`src/rtl/core/id_range_acceptance_filter_macros.svh`:
```
// assertion macros for the id range acceptance filter
// expects i_clk and i_rst_n in the scope of each use
`ifndef ID_RANGE_ACCEPTANCE_FILTER_MACROS_SVH
`define ID_RANGE_ACCEPTANCE_FILTER_MACROS_SVH
`ifndef SYNTHESIS
// same-cycle implication
`define IRA_ASSERT_NOW(lbl, ante, cons) \
    lbl: assert property (@(posedge i_clk) disable iff (!i_rst_n) (ante) |-> (cons)) \
        else $error("id range filter: assertion failed");
// next-cycle implication
`define IRA_ASSERT_NEXT(lbl, ante, cons) \
    lbl: assert property (@(posedge i_clk) disable iff (!i_rst_n) (ante) |=> (cons)) \
        else $error("id range filter: assertion failed");
`else
`define IRA_ASSERT_NOW(lbl, ante, cons)
`define IRA_ASSERT_NEXT(lbl, ante, cons)
`endif
`endif

```
`src/rtl/core/ira_pkg.sv`:
```
// shared types and constants for the id range acceptance filter
// no dependencies
`default_nettype none

package ira_pkg;

    localparam int ID_BITS  = 16;
    localparam int CNT_BITS = 5;

    typedef enum logic [1:0] {
        CMD_BEGIN = 2'd0,
        CMD_ADD   = 2'd1,
        CMD_MERGE = 2'd2,
        CMD_TEST  = 2'd3
    } t_cmd;

    typedef enum logic [1:0] {
        ST_OK    = 2'd0,
        ST_ORDER = 2'd1,
        ST_FULL  = 2'd2
    } t_status;

    typedef struct packed {
        t_cmd               cmd;
        logic [ID_BITS-1:0] range_low;
        logic [ID_BITS-1:0] range_high;
        logic [ID_BITS-1:0] message_id;
    } t_in;

    typedef struct packed {
        logic                accept;
        t_status             status;
        logic [CNT_BITS-1:0] entry_count;
    } t_out;

    typedef struct packed {
        logic [ID_BITS-1:0] lo;
        logic [ID_BITS-1:0] hi;
    } t_entry;

    // range that passes every id, held in entry 0 after reset
    localparam t_entry ENTRY_RST = '{lo: '0, hi: '1};

    typedef enum logic {
        CMP_GT    = 1'b0,
        CMP_REACH = 1'b1
    } t_cmp_op;

    typedef struct packed {
        logic rd_en;
        logic wr_en;
    } t_tbl_ctl;

endpackage

`default_nettype wire

```
`src/rtl/core/id_range_acceptance_filter.sv`:
```
// Merge sorts the stored ranges by low bound and joins overlapping or adjacent ones;
// with fewer than two stored ranges it leaves the table unchanged.
// One transaction at a time; busy stays high until the result is strobed, and a new
// transaction can be taken in the strobe cycle. All table reads share one memory read
// port, all compares one compare unit. Synchronous reset leaves one range passing every id.
`default_nettype none

`include "id_range_acceptance_filter_macros.svh"

module id_range_acceptance_filter import ira_pkg::*; #(
    parameter int MAX_ENTRIES = 16
) (
    input  logic i_clk,
    input  logic i_rst_n,
    input  logic start,
    output logic busy,
    input  t_in  i_item,
    output logic o_valid,
    output t_out o_result
);

    localparam int AW = (MAX_ENTRIES > 1) ? $clog2(MAX_ENTRIES) : 1;
    localparam int CW = $clog2(MAX_ENTRIES + 1);

    typedef enum logic [14:0] {
        S_IDLE    = 15'b000000000000001,
        S_ADD     = 15'b000000000000010,
        S_FIN     = 15'b000000000000100,
        S_SRT_KEY = 15'b000000000001000,
        S_SRT_LD  = 15'b000000000010000,
        S_SRT_CMP = 15'b000000000100000,
        S_SRT_PUT = 15'b000000001000000,
        S_MRG_RD0 = 15'b000000010000000,
        S_MRG_LD0 = 15'b000000100000000,
        S_MRG_C1  = 15'b000001000000000,
        S_MRG_C2  = 15'b000010000000000,
        S_MRG_END = 15'b000100000000000,
        S_TST_RD  = 15'b001000000000000,
        S_TST_C1  = 15'b010000000000000,
        S_TST_C2  = 15'b100000000000000
    } t_state;

    t_state             r_state, n_state;
    logic [CW-1:0]      r_cnt, n_cnt;
    logic               r_ovld, n_ovld;
    t_out               r_out, n_out;
    logic [CW-1:0]      r_i, n_i;
    logic [CW-1:0]      r_j, n_j;
    logic [ID_BITS-1:0] r_lo, n_lo;
    logic [ID_BITS-1:0] r_hi, n_hi;
    logic [ID_BITS-1:0] r_id, n_id;
    t_entry             r_key, n_key;
    t_entry             r_cur, n_cur;
    logic               r_acc, n_acc;
    t_status            r_st, n_st;

    logic [CW-1:0]      nxt_i, prv_i, nxt_j, prv_j;
    t_cmp_op            cmp_op;
    logic [ID_BITS-1:0] cmp_a, cmp_b;
    logic               cmp_gt;
    t_tbl_ctl           tbl_ctl;
    logic [AW-1:0]      waddr, raddr;
    t_entry             wdata, rdata;

    assign nxt_i = r_i + CW'(1);
    assign prv_i = r_i - CW'(1);
    assign nxt_j = r_j + CW'(1);
    assign prv_j = r_j - CW'(1);

    ira_cmp u_cmp (
        .i_op (cmp_op),
        .i_a  (cmp_a),
        .i_b  (cmp_b),
        .o_gt (cmp_gt)
    );

    ira_table #(.DEPTH(MAX_ENTRIES)) u_table (
        .i_clk   (i_clk),
        .i_rst_n (i_rst_n),
        .i_ctl   (tbl_ctl),
        .i_waddr (waddr),
        .i_wdata (wdata),
        .i_raddr (raddr),
        .o_rdata (rdata)
    );

    always_comb begin
        n_state = r_state;
        n_cnt   = r_cnt;
        n_ovld  = 1'b0;
        n_out   = r_out;
        n_i     = r_i;
        n_j     = r_j;
        n_lo    = r_lo;
        n_hi    = r_hi;
        n_id    = r_id;
        n_key   = r_key;
        n_cur   = r_cur;
        n_acc   = r_acc;
        n_st    = r_st;
        tbl_ctl = '0;
        waddr   = r_j[AW-1:0];
        wdata   = r_cur;
        raddr   = r_i[AW-1:0];
        cmp_op  = CMP_GT;
        cmp_a   = r_id;
        cmp_b   = rdata.hi;

        case (r_state)
            S_IDLE: begin
                if (start) begin
                    n_lo  = i_item.range_low;
                    n_hi  = i_item.range_high;
                    n_id  = i_item.message_id;
                    n_acc = 1'b0;
                    n_st  = ST_OK;
                    case (i_item.cmd)
                        CMD_BEGIN: begin
                            n_cnt   = '0;
                            n_state = S_FIN;
                        end
                        CMD_ADD: begin
                            n_state = S_ADD;
                        end
                        CMD_MERGE: begin
                            if (r_cnt > CW'(1)) begin
                                n_i     = CW'(1);
                                n_state = S_SRT_KEY;
                            end else begin
                                n_state = S_FIN;
                            end
                        end
                        CMD_TEST: begin
                            n_i     = '0;
                            n_state = (r_cnt == '0) ? S_FIN : S_TST_RD;
                        end
                        default: begin
                            n_state = S_FIN;
                        end
                    endcase
                end
            end
            S_ADD: begin
                cmp_a = r_lo;
                cmp_b = r_hi;
                if (cmp_gt) begin
                    n_st = ST_ORDER;
                end else if (r_cnt == CW'(MAX_ENTRIES)) begin
                    n_st = ST_FULL;
                end else begin
                    tbl_ctl.wr_en = 1'b1;
                    waddr         = r_cnt[AW-1:0];
                    wdata         = '{lo: r_lo, hi: r_hi};
                    n_cnt         = r_cnt + CW'(1);
                end
                n_state = S_FIN;
            end
            S_FIN: begin
                n_ovld  = 1'b1;
                n_out   = '{accept: r_acc, status: r_st, entry_count: CNT_BITS'(r_cnt)};
                n_state = S_IDLE;
            end
            // insertion sort: r_i is the key slot, r_j the slot being compared
            S_SRT_KEY: begin
                tbl_ctl.rd_en = 1'b1;
                n_state       = S_SRT_LD;
            end
            S_SRT_LD: begin
                n_key         = rdata;
                n_j           = prv_i;
                tbl_ctl.rd_en = 1'b1;
                raddr         = prv_i[AW-1:0];
                n_state       = S_SRT_CMP;
            end
            S_SRT_CMP: begin
                cmp_a         = rdata.lo;
                cmp_b         = r_key.lo;
                tbl_ctl.wr_en = 1'b1;
                waddr         = nxt_j[AW-1:0];
                if (cmp_gt) begin
                    wdata = rdata;
                    if (r_j == '0) begin
                        n_state = S_SRT_PUT;
                    end else begin
                        n_j           = prv_j;
                        tbl_ctl.rd_en = 1'b1;
                        raddr         = prv_j[AW-1:0];
                    end
                end else begin
                    wdata   = r_key;
                    n_i     = nxt_i;
                    n_state = (nxt_i == r_cnt) ? S_MRG_RD0 : S_SRT_KEY;
                end
            end
            S_SRT_PUT: begin
                tbl_ctl.wr_en = 1'b1;
                wdata         = r_key;
                n_i           = nxt_i;
                n_state       = (nxt_i == r_cnt) ? S_MRG_RD0 : S_SRT_KEY;
            end
            // merge: r_cur is the open range, r_j its slot, r_i the next entry read
            S_MRG_RD0: begin
                tbl_ctl.rd_en = 1'b1;
                raddr         = '0;
                n_i           = CW'(1);
                n_state       = S_MRG_LD0;
            end
            S_MRG_LD0: begin
                n_cur         = rdata;
                n_j           = '0;
                tbl_ctl.rd_en = 1'b1;
                n_state       = S_MRG_C1;
            end
            S_MRG_C1: begin
                cmp_op = CMP_REACH;
                cmp_a  = rdata.lo;
                cmp_b  = r_cur.hi;
                if (cmp_gt) begin
                    tbl_ctl.wr_en = 1'b1;
                    n_j           = nxt_j;
                    n_cur         = rdata;
                    n_i           = nxt_i;
                    if (nxt_i == r_cnt) begin
                        n_state = S_MRG_END;
                    end else begin
                        tbl_ctl.rd_en = 1'b1;
                        raddr         = nxt_i[AW-1:0];
                    end
                end else begin
                    n_state = S_MRG_C2;
                end
            end
            S_MRG_C2: begin
                cmp_a = rdata.hi;
                cmp_b = r_cur.hi;
                if (cmp_gt) begin
                    n_cur.hi = rdata.hi;
                end
                n_i = nxt_i;
                if (nxt_i == r_cnt) begin
                    n_state = S_MRG_END;
                end else begin
                    tbl_ctl.rd_en = 1'b1;
                    raddr         = nxt_i[AW-1:0];
                    n_state       = S_MRG_C1;
                end
            end
            S_MRG_END: begin
                tbl_ctl.wr_en = 1'b1;
                n_cnt         = nxt_j;
                n_state       = S_FIN;
            end
            S_TST_RD: begin
                tbl_ctl.rd_en = 1'b1;
                n_state       = S_TST_C1;
            end
            S_TST_C1: begin
                if (cmp_gt) begin
                    n_i = nxt_i;
                    if (nxt_i == r_cnt) begin
                        n_acc   = 1'b0;
                        n_state = S_FIN;
                    end else begin
                        tbl_ctl.rd_en = 1'b1;
                        raddr         = nxt_i[AW-1:0];
                    end
                end else begin
                    n_state = S_TST_C2;
                end
            end
            S_TST_C2: begin
                cmp_a   = rdata.lo;
                cmp_b   = r_id;
                n_acc   = !cmp_gt;
                n_state = S_FIN;
            end
            default: begin
                n_state = S_IDLE;
            end
        endcase
    end

    always_ff @(posedge i_clk) begin
        if (!i_rst_n) begin
            r_state <= S_IDLE;
            r_cnt   <= CW'(1);
            r_ovld  <= 1'b0;
        end else begin
            r_state <= n_state;
            r_cnt   <= n_cnt;
            r_ovld  <= n_ovld;
        end
    end

    always_ff @(posedge i_clk) begin
        r_out <= n_out;
        r_i   <= n_i;
        r_j   <= n_j;
        r_lo  <= n_lo;
        r_hi  <= n_hi;
        r_id  <= n_id;
        r_key <= n_key;
        r_cur <= n_cur;
        r_acc <= n_acc;
        r_st  <= n_st;
    end

    assign busy     = (r_state != S_IDLE);
    assign o_valid  = r_ovld;
    assign o_result = r_out;

    `IRA_ASSERT_NEXT(a_take_busy, start && !busy, busy)
    `IRA_ASSERT_NEXT(a_fin_strobe, r_state == S_FIN, o_valid)
    `IRA_ASSERT_NOW(a_strobe_idle, o_valid, r_state == S_IDLE)
    `IRA_ASSERT_NOW(a_cnt_range, 1'b1, r_cnt <= CW'(MAX_ENTRIES))
    `IRA_ASSERT_NOW(a_accept_ok, o_valid && o_result.accept, o_result.status == ST_OK)

endmodule

`default_nettype wire

```
`src/rtl/core/ira_cmp.sv`:
```
// shared magnitude compare unit: a > b, or a > b + 1 for the touch test
// depends on ira_pkg
`default_nettype none

module ira_cmp import ira_pkg::*; (
    input  t_cmp_op            i_op,
    input  logic [ID_BITS-1:0] i_a,
    input  logic [ID_BITS-1:0] i_b,
    output logic               o_gt
);

    logic [ID_BITS:0] a_ext;
    logic [ID_BITS:0] rhs;

    // one bit wider so that an all-ones bound reaches nothing above it
    assign a_ext = {1'b0, i_a};
    assign rhs   = (i_op == CMP_REACH) ? ({1'b0, i_b} + {{ID_BITS{1'b0}}, 1'b1})
                                       : {1'b0, i_b};
    assign o_gt  = a_ext > rhs;

endmodule

`default_nettype wire

```
`src/rtl/core/ira_table.sv`:
```
// range table memory, one write and one registered read port
// entry 0 reads as the full range until first written; depends on ira_pkg
`default_nettype none

module ira_table import ira_pkg::*; #(
    parameter  int DEPTH = 16,
    localparam int AW    = (DEPTH > 1) ? $clog2(DEPTH) : 1
) (
    input  logic          i_clk,
    input  logic          i_rst_n,
    input  t_tbl_ctl      i_ctl,
    input  logic [AW-1:0] i_waddr,
    input  t_entry        i_wdata,
    input  logic [AW-1:0] i_raddr,
    output t_entry        o_rdata
);

    t_entry r_mem [DEPTH];
    t_entry r_q;
    logic   r_dflt;

    always_ff @(posedge i_clk) begin
        if (i_ctl.wr_en) begin
            r_mem[i_waddr] <= i_wdata;
        end
    end

    always_ff @(posedge i_clk) begin
        if (!i_rst_n) begin
            r_dflt <= 1'b1;
        end else if (i_ctl.wr_en && i_waddr == '0) begin
            r_dflt <= 1'b0;
        end
    end

    always_ff @(posedge i_clk) begin
        if (i_ctl.rd_en) begin
            r_q <= (i_raddr == '0 && r_dflt) ? ENTRY_RST : r_mem[i_raddr];
        end
    end

    assign o_rdata = r_q;

endmodule

`default_nettype wire
```
`config.mk`:
```
export PLATFORM = sky130hd
export DESIGN_NAME = id_range_acceptance_filter
export DESIGN_NICKNAME = d
export VERILOG_FILES = /design/src/rtl/core/ira_pkg.sv /design/src/rtl/core/id_range_acceptance_filter.sv /design/src/rtl/core/ira_cmp.sv /design/src/rtl/core/ira_table.sv
export VERILOG_INCLUDE_DIRS = /design/src /design/src/rtl/core
export SDC_FILE = /design/constraint.sdc
export NUM_CORES = 1
export LEC_CHECK = 0
export ABC_AREA = 1
export BUFFER_PORTS_ARGS = -buffer_cell sky130_fd_sc_hd__buf_2
export CORE_MARGIN = 2
export CORE_UTILIZATION = 40
export CTS_CLUSTER_SIZE = 30
export DETAILED_ROUTE_END_ITERATION = 7
export GPL_TIMING_DRIVEN = 0
export PLACE_DENSITY_LB_ADDON = 0.2
export SLEW_MARGIN = 20
export SYNTH_ARGS = -nofsm -noshare
export SYNTH_HDL_FRONTEND = slang
export SYNTH_SLANG_ARGS = --single-unit
```
`constraint.sdc`:
```
create_clock -name i_clk -period 8.2 [get_ports i_clk]
set_input_delay 1.23 -clock i_clk [delete_from_list [all_inputs] [get_ports i_clk]]
set_output_delay 1.23 -clock i_clk [all_outputs]
set_load 0.1 [all_outputs]
```
; ---- Word level (Yosys, flattened, before mapping)
; Memory sizes are Yosys's and may differ from the RTL's. A register that Yosys moved wholly into a read port is not among the register bits.
; Index checks and enable logic that the tools add are counted.
[word_totals]
output_inout_bits = 10
memories = 1
mem_bits_rw = 512
input_bits = 53
ff_bits = 155
wordCells = 165
[op_classes]
magnitude_cmp = 2
n_reduce_logical = 31
n_eq_ne = 39
n_addsub = 6
muxes = 68
[memory_table]
columns = memory, words, width, read_ports, rd_clocked_by_memory_dff, write_ports, line_no
row1 = u_table.r_mem, 16, 32, 1, 1, 1, ira_table.sv:18  ; t_entry r_mem [DEPTH];
[ops]
columns = operator, count
row1 = 15-bit one-hot mux with 12 select lines, 1
row2 = 32-bit 2-to-1 mux, 4
row3 = 15-bit 2-to-1 mux, 7
row4 = 16-bit one-hot mux with 3 select lines, 2
row5 = 32-bit one-hot mux with 3 select lines, 1
row6 = 16-bit one-hot mux with 4 select lines, 1
row7 = 15-bit one-hot mux with 4 select lines, 1
row8 = 5-bit 2-to-1 mux, 11
row9 = 16-bit one-hot mux with 2 select lines, 1
row10 = 4-bit 2-to-1 mux, 7
row11 = 5-bit one-hot mux with 5 select lines, 1
row12 = 2-bit != test (second input constant), 10
row13 = 4-bit one-hot mux with 5 select lines, 1
row14 = 5-bit one-hot mux with 4 select lines, 1
row15 = 16-bit by 1-bit adder with 17-bit output (second input constant), 1
row16 = 16-bit by 17-bit greater-than comparator with 1-bit output, 1
row17 = 17-bit 2-to-1 mux, 1
row18 = 16-bit 2-to-1 mux, 1
row19 = 5-bit by 1-bit adder with 5-bit output (second input constant), 3
row20 = 15-bit by 1-bit == test with 1-bit output (second input constant), 1
row21 = 15-bit by 10-bit == test with 1-bit output (second input constant), 1
row22 = 15-bit by 11-bit == test with 1-bit output (second input constant), 1
row23 = 15-bit by 12-bit == test with 1-bit output (second input constant), 1
row24 = 15-bit by 13-bit == test with 1-bit output (second input constant), 1
row25 = 48 further kinds, 85

; ---- Depth between registers and ports, before layout
; Gate-level depths: netlist of the first run.
[depth]
ltp_word = 10
ltp_mapped = 44
mapped_depth_nobuf = 41

; ---- Modules after synthesis
; Synthesis of the first run repeated with hierarchy kept, for this count alone.
[unflattened]
hier_cells = 3183
area_unflattened_um2 = 32368.5
[modules_own_cells]
columns = mod, instances, cells_per_inst, area_per_inst_um2, seq_area_each_um2
row1 = ira_table, 1, 2107, 23082.1, 16355.7
row2 = id_range_acceptance_filter, 1, 941, 8493.1, 4414.2
row3 = ira_cmp, 1, 135, 793.3, 0.0

; ---- Worst setup path after synthesis of the first run
; No wires, ideal clock.
[synth_timing]
path_type = reg2reg
from = reg r_state[14]
to = mem u_table.r_mem[12][0] in the netlist's numbering, enable pin
setup_slack_ps = 1711
t_required_ps = 7779
t_arrival_ps = 6068
stages_incl_launch_ff = 38
synth_period_minus_slack_ps = 6489
setup_time_ps = 421
path_buffers = 1
path_cell_list = dfxtp_1 > nor2_1 > nand2_2 > nor2_8 > nand2_2 > inv_2 > buf_2 > a22o_1 > a221oi_1 > o21ai_0 > ha_1 > inv_1 > nor2_1 > nand3_1 > xor2_1 > ha_1 > nand2_1 > nor2_1 > (+2 left out) > o21ai_0 > nand2_1 > nand2_1 > nand2_1 > nand2_1 > nand2_1 > nand2_1 > a21oi_1 > nand2_4 > nand2_1 > nand2_1 > inv_2 > nand2_1 > o2111ai_1 > o21ai_0 > a31oi_1 > nand2_1 > nor2_1
[synth_via]
elab_chain_cells = 10
elab_cells_between_ends = 23
cone_classes = add/sub: 1 / order compare: 1 / eq/ne: 7 / mux: 11 / reduce/logical: 3
[synth_lines]
columns = element, line_no
row1 = "start, declared", id_range_acceptance_filter.sv:43  ; t_state r_state, n_state;
row2 = "start signal, assigned", id_range_acceptance_filter.sv:289  ; r_state <= n_state;
row3 = 15-bit by 10-bit == test with 1-bit output or 15-bit by 11-bit == test with 1-bit output (tied branches), id_range_acceptance_filter.sv:109  ; case (r_state)
row4 = 2-bit OR reduction (no line), n/a
row5 = 16-bit one-hot mux with 4 select lines, id_range_acceptance_filter.sv:109
row6 = 16-bit by 1-bit adder with 17-bit output, ira_cmp.sv:17  ; assign rhs = (i_op == CMP_REACH) ? ({1'b0, i_b} + {{ID_BITS{1'b0}}, 1'b1})
row7 = 17-bit 2-to-1 mux, ira_cmp.sv:17
row8 = 16-bit by 17-bit greater-than comparator with 1-bit output, ira_cmp.sv:19  ; assign o_gt = a_ext > rhs;
row9 = 2-bit 2-to-1 mux or 1-bit 2-to-1 mux (tied branches), "id_range_acceptance_filter.sv:218, id_range_acceptance_filter.sv:146"
row10 = 1-bit one-hot mux with 3 select lines, id_range_acceptance_filter.sv:109
row11 = 1-bit 2-to-1 mux, ira_table.sv:23  ; if (i_ctl.wr_en) begin
row12 = 1-bit 2-to-1 mux (not written as such), ira_table.sv:24  ; r_mem[i_waddr] <= i_wdata;
row13 = "end, declared", ira_table.sv:18
; Parallel ways exist; a longest one is shown, timed or not.

; ---- Worst setup path after layout of the first run
[layout_timing]
from = reg r_state[0]
to = mem u_table.r_mem[4][9] in the netlist's numbering, enable pin
; The elaborated chain is that of the path after synthesis.

==> flow_summary.toml, run 1 <==
[power]
leakagePower_uw = 0.0147
power_uw = 12300
max-vdd-ir-drop_uv = 161
p_per_area_mw_per_mm2 = 328

[timing]
final_hold_viol_count = 0
min_period_ns = 7.54
worstMarginPinSlew_ns = 1.14
rsz0062_at_grt = "no"
fin_setup_tns_ns = 0
relSlewSlack = 0.236
clock_skew_ns = 0.0330
setup_viol = 0
fmax_mhz = 133
final_max_slew_viol_count = 0
worst_slack_ns = 0.656
finalCritPeriodShare = 0.920

[floorplanning]
start_util = 0.402
die_h_um = 288
die_area_mm2 = 0.0827
design.core.area_mm2 = 0.0800
row_count = 104
fp.dieW_um = 288
top_level_ports = 63

[worst_setup_path]
critPathMaxFanout = 17
crit_top_cell = "nand2_1"
crit_slowest_cell = "nor2_4"
crit_path_end_kind = "flop"
required_ns = 8.52
critical_path_class = "reg -> reg"
worstPathArrival_ns = 7.87
path_buf_inv = 5
start_kind = "flop"
crit_family = "simple AND/OR/NAND/NOR gates"
crit_path_max_incr_delay_ns = 0.66

[yosys]
ys_seq_area_frac = 0.645
synth_cell_types = 50
synthArstFlopShare = 0
yosysMostFrequentCell = "nand2_1"
synthFlopType = "edfxtp_1"
syn-num-nets = 3181
synth_area_leaders = "edfxtp_1 (63%), nand2_1 (11%), nand3_1 (8.0%)"
netlist_instances = 3103
synth.cell_area_mm2 = 0.0322
ys_top_cells_by_count = "nand2_1 (906), edfxtp_1 (677), nand3_1 (516), inv_1 (242), nor2_1 (166)"
netlist.area_leader.share = 0.632
yosys_warnings = 0
synth_largest_area_cell = "edfxtp_1"
ys_seq_elements = 699
synth_edf_count = 677
syn_area_per_cell_um2 = 10.4

[global_route]
grt_use_total = 0.251
antenna_found_initial = 3
grt_max_degree = 33
gr-total-overflow = 0
grt_pass1_wl_um = 151000
grt_pass1_vias = 22700

[placed_design]
routabilityCongestion = 0.966
placement.io_buffers = 62
place_hpwl_um = 74800
pre_cts_ws_ns = 0.319
placed_cells = 4269
post_dp_cell_area_mm2 = 0.0350

[drt]
drtAntennaViolNets = 0
drtIter0Drc = 2793
first_pass_iters = 6
routed_wl_um = 104000
drc = 0
viasPerCell = 5.44
avgRoutedWirePerCell_um = 23.6
route.vias.total = 24000

[cts]
worstSkewPairLatency_ns = 0.63
cts_buffers = 77
cts.sinks = 699
cts-root-buf = "clkbuf_16"
clock_path_buffers = 3
hold_buffers = 0
ctsHtreeMaxLevel = 3
tritoncts = "yes"
cts.clk_slew.worst_paths_ns = 0.06

[finish]
antenna_cells = 0
instances_no_fill = 4415
finalInstanceArea_mm2 = 0.0376
layout-drive-gt1-share = 0.132
fin_nets = 3377
area_growth_pct = 16.8

[min_path]
hold_class = "reg -> reg"

[status]
status = "finished clean"

[flow_run]
drv_cap = 0
==> stage by stage <==
step	hold WS (ns)	util
2_1_floorplan	0.400	-
3_3_place_gp	0.403	0.423
3_5_place_dp	0.408	0.437
4_1_cts	0.406	0.467
5_1_grt	0.416	0.470
6_report	0.406	0.470
==> logic make-up after synthesis <==
| kind of cell | Yosys count | synth area share |
|---|---|---|
| simple gates | 1698 | 0.230 |
| flops | 699 | 0.645 |
| compound gates | 231 | 0.0483 |
| buf+inv | 422 | 0.0585 |
| fa+ha+maj | 25 | 0.00972 |
| xor+xnor | 28 | 0.00762 |
==> worst register-to-register path, delay by kind of cell, from the launching register on <==
family                   cells  cell delay (ns)
adder cells (fa/ha/maj)      2             0.52
AND/OR/NAND/NOR             20             3.84
buffers and inverters        5             1.10
AO/OA/AOI/OAI                6             1.28
XOR/XNOR                     1             0.14
flip-flops                   1             0.35
==> placed cells by master (no fill, tap or decap), types with 12 or more instances in the layout <==
cell	n
a21oi_1	28
a21oi_2	18
a221oi_1	36
a22oi_1	36
buf_12	21
buf_2	127
buf_4	23
buf_6	31
clkbuf_1	63
clkbuf_16	78
clkinv_1	20
clkinv_2	15
dfxtp_1	22
edfxtp_1	677
ha_1	25
inv_1	242
nand2_1	906
nand3_1	516
nand3b_1	19
nand4_1	12
nor2_1	149
nor2_4	21
nor3_1	29
o211ai_1	21
o21ai_0	35
o22ai_1	12
xor2_1	21
==> path summary, 6_finish.rpt <==
| kind | start | end | slack (ns) | depth (start not counted) |
|---|---|---|---|---|
| worst max register to register | r_state[0] | u_table.r_mem[4][9] | 0.66 | 34 |
| worst min register to register | r_st[1] | o_result[6] | 0.41 | 0 |
| worst min-delay path | r_st[1] | o_result[6] | 0.41 | 0 |
| worst max-delay path | r_state[0] | u_table.r_mem[4][9] | 0.66 | 34 |
==> where the power goes <==
part           switching (uW)  internal, uW  total [uW]  leakage (uW)
sequential                158          4270        4430       0.00629
combinational            3280          1270        4550       0.00728
clock                    1440          1920        3360       0.00117
total                    4880          7450       12300        0.0147
==> area by class of cell <==
| cell class | instances | area [um2] |
|---|---|---|
| Tap cell | 1060 | 1330 |
| Buffer | 165 | 917 |
| Fill cell | 7437 | 42500 |
| Sequential cell | 699 | 20800 |
| Clock buffer | 89 | 2010 |
| Multi-Input combinational cell | 1982 | 9910 |
| Clock inverter | 46 | 392 |
| Inverter | 257 | 966 |
| Timing Repair Buffer | 117 | 1280 |
==> layer usage <==
metal  up-vias  part of all wire  track usage
met3       196             0.091       0.0426
met1     11600              0.43        0.360
li1      11100                 -            -
met4         0             0.041        0.100
met5         -                 0            0
met2      1104              0.44        0.380
==> sequential cells by signal, summed over array words and instances, names as in the netlist <==
signal and count:
o_result 8, o_valid 1, r_acc 1, r_cnt 5
r_cur 32, r_hi 16, r_i 5, r_id 16
r_j 5, r_key 32, r_lo 16, r_st 2
r_state 15, u_table.o_rdata 32, u_table.r_dflt 1, u_table.r_mem 512
==> timing repair <==
| action | CTS | global route |
|---|---|---|
| gates resized for setup | 0 | 2 |
| endpoints found under the setup margin | 0 | 286 |
| setup buffers | 0 | 11 |
(Power assumes the default switching activity.)
==> run 2: changes to the inputs <==
--- a/config.mk
+++ b/config.mk
@@ -10,6 +10,7 @@
 export BUFFER_PORTS_ARGS = -buffer_cell sky130_fd_sc_hd__buf_2
 export CORE_MARGIN = 2
 export CORE_UTILIZATION = 40
+export CTS_BUF_LIST = sky130_fd_sc_hd__clkbuf_8
 export CTS_CLUSTER_SIZE = 30
 export DETAILED_ROUTE_END_ITERATION = 7
 export GPL_TIMING_DRIVEN = 0
==> flow_summary.toml, run 2 (same netlist as run 1, synthesis figures left out) <==
[status]
status = "finished clean"

[floorplanning]
start_util = 0.402
die_h_um = 288
row_count = 104
fp.dieW_um = 288
die_area_mm2 = 0.0827
design.core.area_mm2 = 0.0800
top_level_ports = 63

[timing]
setup_viol = 0
final_hold_viol_count = 0
relSlewSlack = 0.237
finalCritPeriodShare = 0.912
final_max_slew_viol_count = 0
fmax_mhz = 134
rsz0062_at_grt = "no"
worstMarginPinSlew_ns = 1.14
clock_skew_ns = 0.0491
min_period_ns = 7.48

[global_route]
grt_max_degree = 33
grt_pass1_vias = 23100
grt_use_total = 0.252
antenna_found_initial = 2
gr-total-overflow = 0
grt.met2_usage = 0.383
gr-usage-met3 = 0.0436
grtUsageMet1 = 0.358
grt_pass1_wl_um = 152000
top_usage_layer = "met2"

[placed_design]
routabilityCongestion = 0.966
placed_cells = 4269
place_hpwl_um = 74800
post_dp_cell_area_mm2 = 0.0350
placement.io_buffers = 62

[drt]
first_pass_iters = 6
routed_wl_um = 105000
avgRoutedWirePerCell_um = 23.3
drtIter0Drc = 2877
viasPerCell = 5.41
route.vias.total = 24300
drtAntennaViolNets = 0
drc = 0

[finish]
fin_nets = 3415
largest-register = "u_table.r_mem"
multiInputGateArea_mm2 = 0.00991
area_growth_pct = 16.7
seq_area_mm2 = 0.0208
finalInstanceArea_mm2 = 0.0376
final_common_cell = "nand2_1"
fillers = 7485
largest_register_ffs = 512
final_cell_mix = "nand2_1 (906), edfxtp_1 (677), nand3_1 (516)"
instances_no_fill = 4497
layout-drive-gt1-share = 0.144

[cts]
cts.clk_slew.worst_paths_ns = 0.06
cts_buffers = 114
worstSkewPairLatency_ns = 0.75
ctsHtreeMaxLevel = 3
tritoncts = "yes"
hold_buffers = 0
cts-root-buf = "clkbuf_8"
cts.sinks = 699
clock_path_buffers = 3

[worst_setup_path]
r2r_cells = 37
r2r_end = "u_table.r_mem[11][8]"
reg2reg_slack_ns = 0.72
crit_top_cell = "nand2_1"
crit_slowest_cell = "nor2_4"
critPathCapture = "u_table.r_mem[11][8]"
path_buf_inv = 5
startpoint = "r_state[12]"
crit_family = "simple AND/OR/NAND/NOR gates"
worstPathArrival_ns = 7.90
crit_path_end_kind = "flop"
r2r-start = "r_state[12]"
cp.depth = 37
required_ns = 8.62
start_kind = "flop"
crit_path_max_incr_delay_ns = 0.49
critical_path_class = "reg -> reg"
critPathMaxFanout = 22

[power]
max-vdd-ir-drop_uv = 126
netSwitchingPower_uw = 4930
p_int_uw = 7270
p_per_area_mw_per_mm2 = 325
power_uw = 12200
power_frac_seq = 0.363
switching_share = 0.404
pwr-share-clk = 0.264
combPwrFrac = 0.374
leakagePower_uw = 0.0149

[min_path]
hold_class = "reg -> reg"

[flow_run]
drv_cap = 0
==> run 2: cell types whose count changed in the layout (fill, tap and decap cells not counted), sizes merged <==
cell and change:
inv +29, diode +1, clkbuf +29, bufinv +7, clkinvlp -5, clkinv +20
buf +1
==> run 2: worst register-to-register path: cells and delay by family, from the launching register on <==
family	cells	cell delay, ns
adders and majority gates	2	0.56
DFF	1	0.34
and+or+nand+nor	21	3.29
AOI/OAI and AO/OA	9	1.82
buffers and inverters	5	1.12
==> run 2: how the worst min path moves through the flow <==
stage,from,endpoint,depth (start not counted)
6_report,r_st[1],o_result[6],0
5_1_grt,r_st[1],o_result[6],0
4_1_cts,r_st[1],o_result[6],0
3_5_place_dp,r_st[1],o_result[6],0
3_3_place_gp,r_acc,o_result[7],0
2_1_floorplan,r_st[0],o_result[5],0
==> run 2: area by class of cell <==
cell class | instances | share of cell area
tap | 1060 | 0.0353
timing repair buffer | 118 | 0.0342
sequential | 699 | 0.553
clock buffer | 118 | 0.0432
inverter | 257 | 0.0257
multi-input combinational | 1982 | 0.264
clock inverter | 97 | 0.0202
buffer | 165 | 0.0244
antenna | 1 | 0.0000666
==> run 2: power by group through the flow <==
stage          Clock (uW)  Sequential, uW  Combinational [uW]
5_1_grt              3410            4430                4950
3_5_place_dp            0            4490                4460
2_1_floorplan           0            4420                2750
6_report             3220            4430                4560
4_1_cts              3270            4420                4480
3_3_place_gp            0            4520                4340
==> run 2: repair_timing <==
item	CTS	global route
setup endpoints to repair	0	319
gates resized for setup	0	2
setup buffers	0	12
==> run 2: through the flow <==
step / hold WS (ns) / setup TNS [ns] / utilization / setup WS, ns
after floorplan: 0.400 / 0 / - / 1.71
after CTS: 0.390 / 0 / 0.467 / 0.238
after global placement: 0.403 / -1109.12 / 0.423 / -1.94
after global routing: 0.390 / 0 / 0.469 / 0.199
final: 0.387 / 0 / 0.469 / 0.722
after detailed placement: 0.408 / 0 / 0.437 / 0.319
==> run 2: layer usage <==
layer / up-vias / part of all wire
li1: 11300 / -
met5: - / 0
met4: 0 / 0.039
met3: 216 / 0.089
met1: 11700 / 0.43
met2: 1169 / 0.44
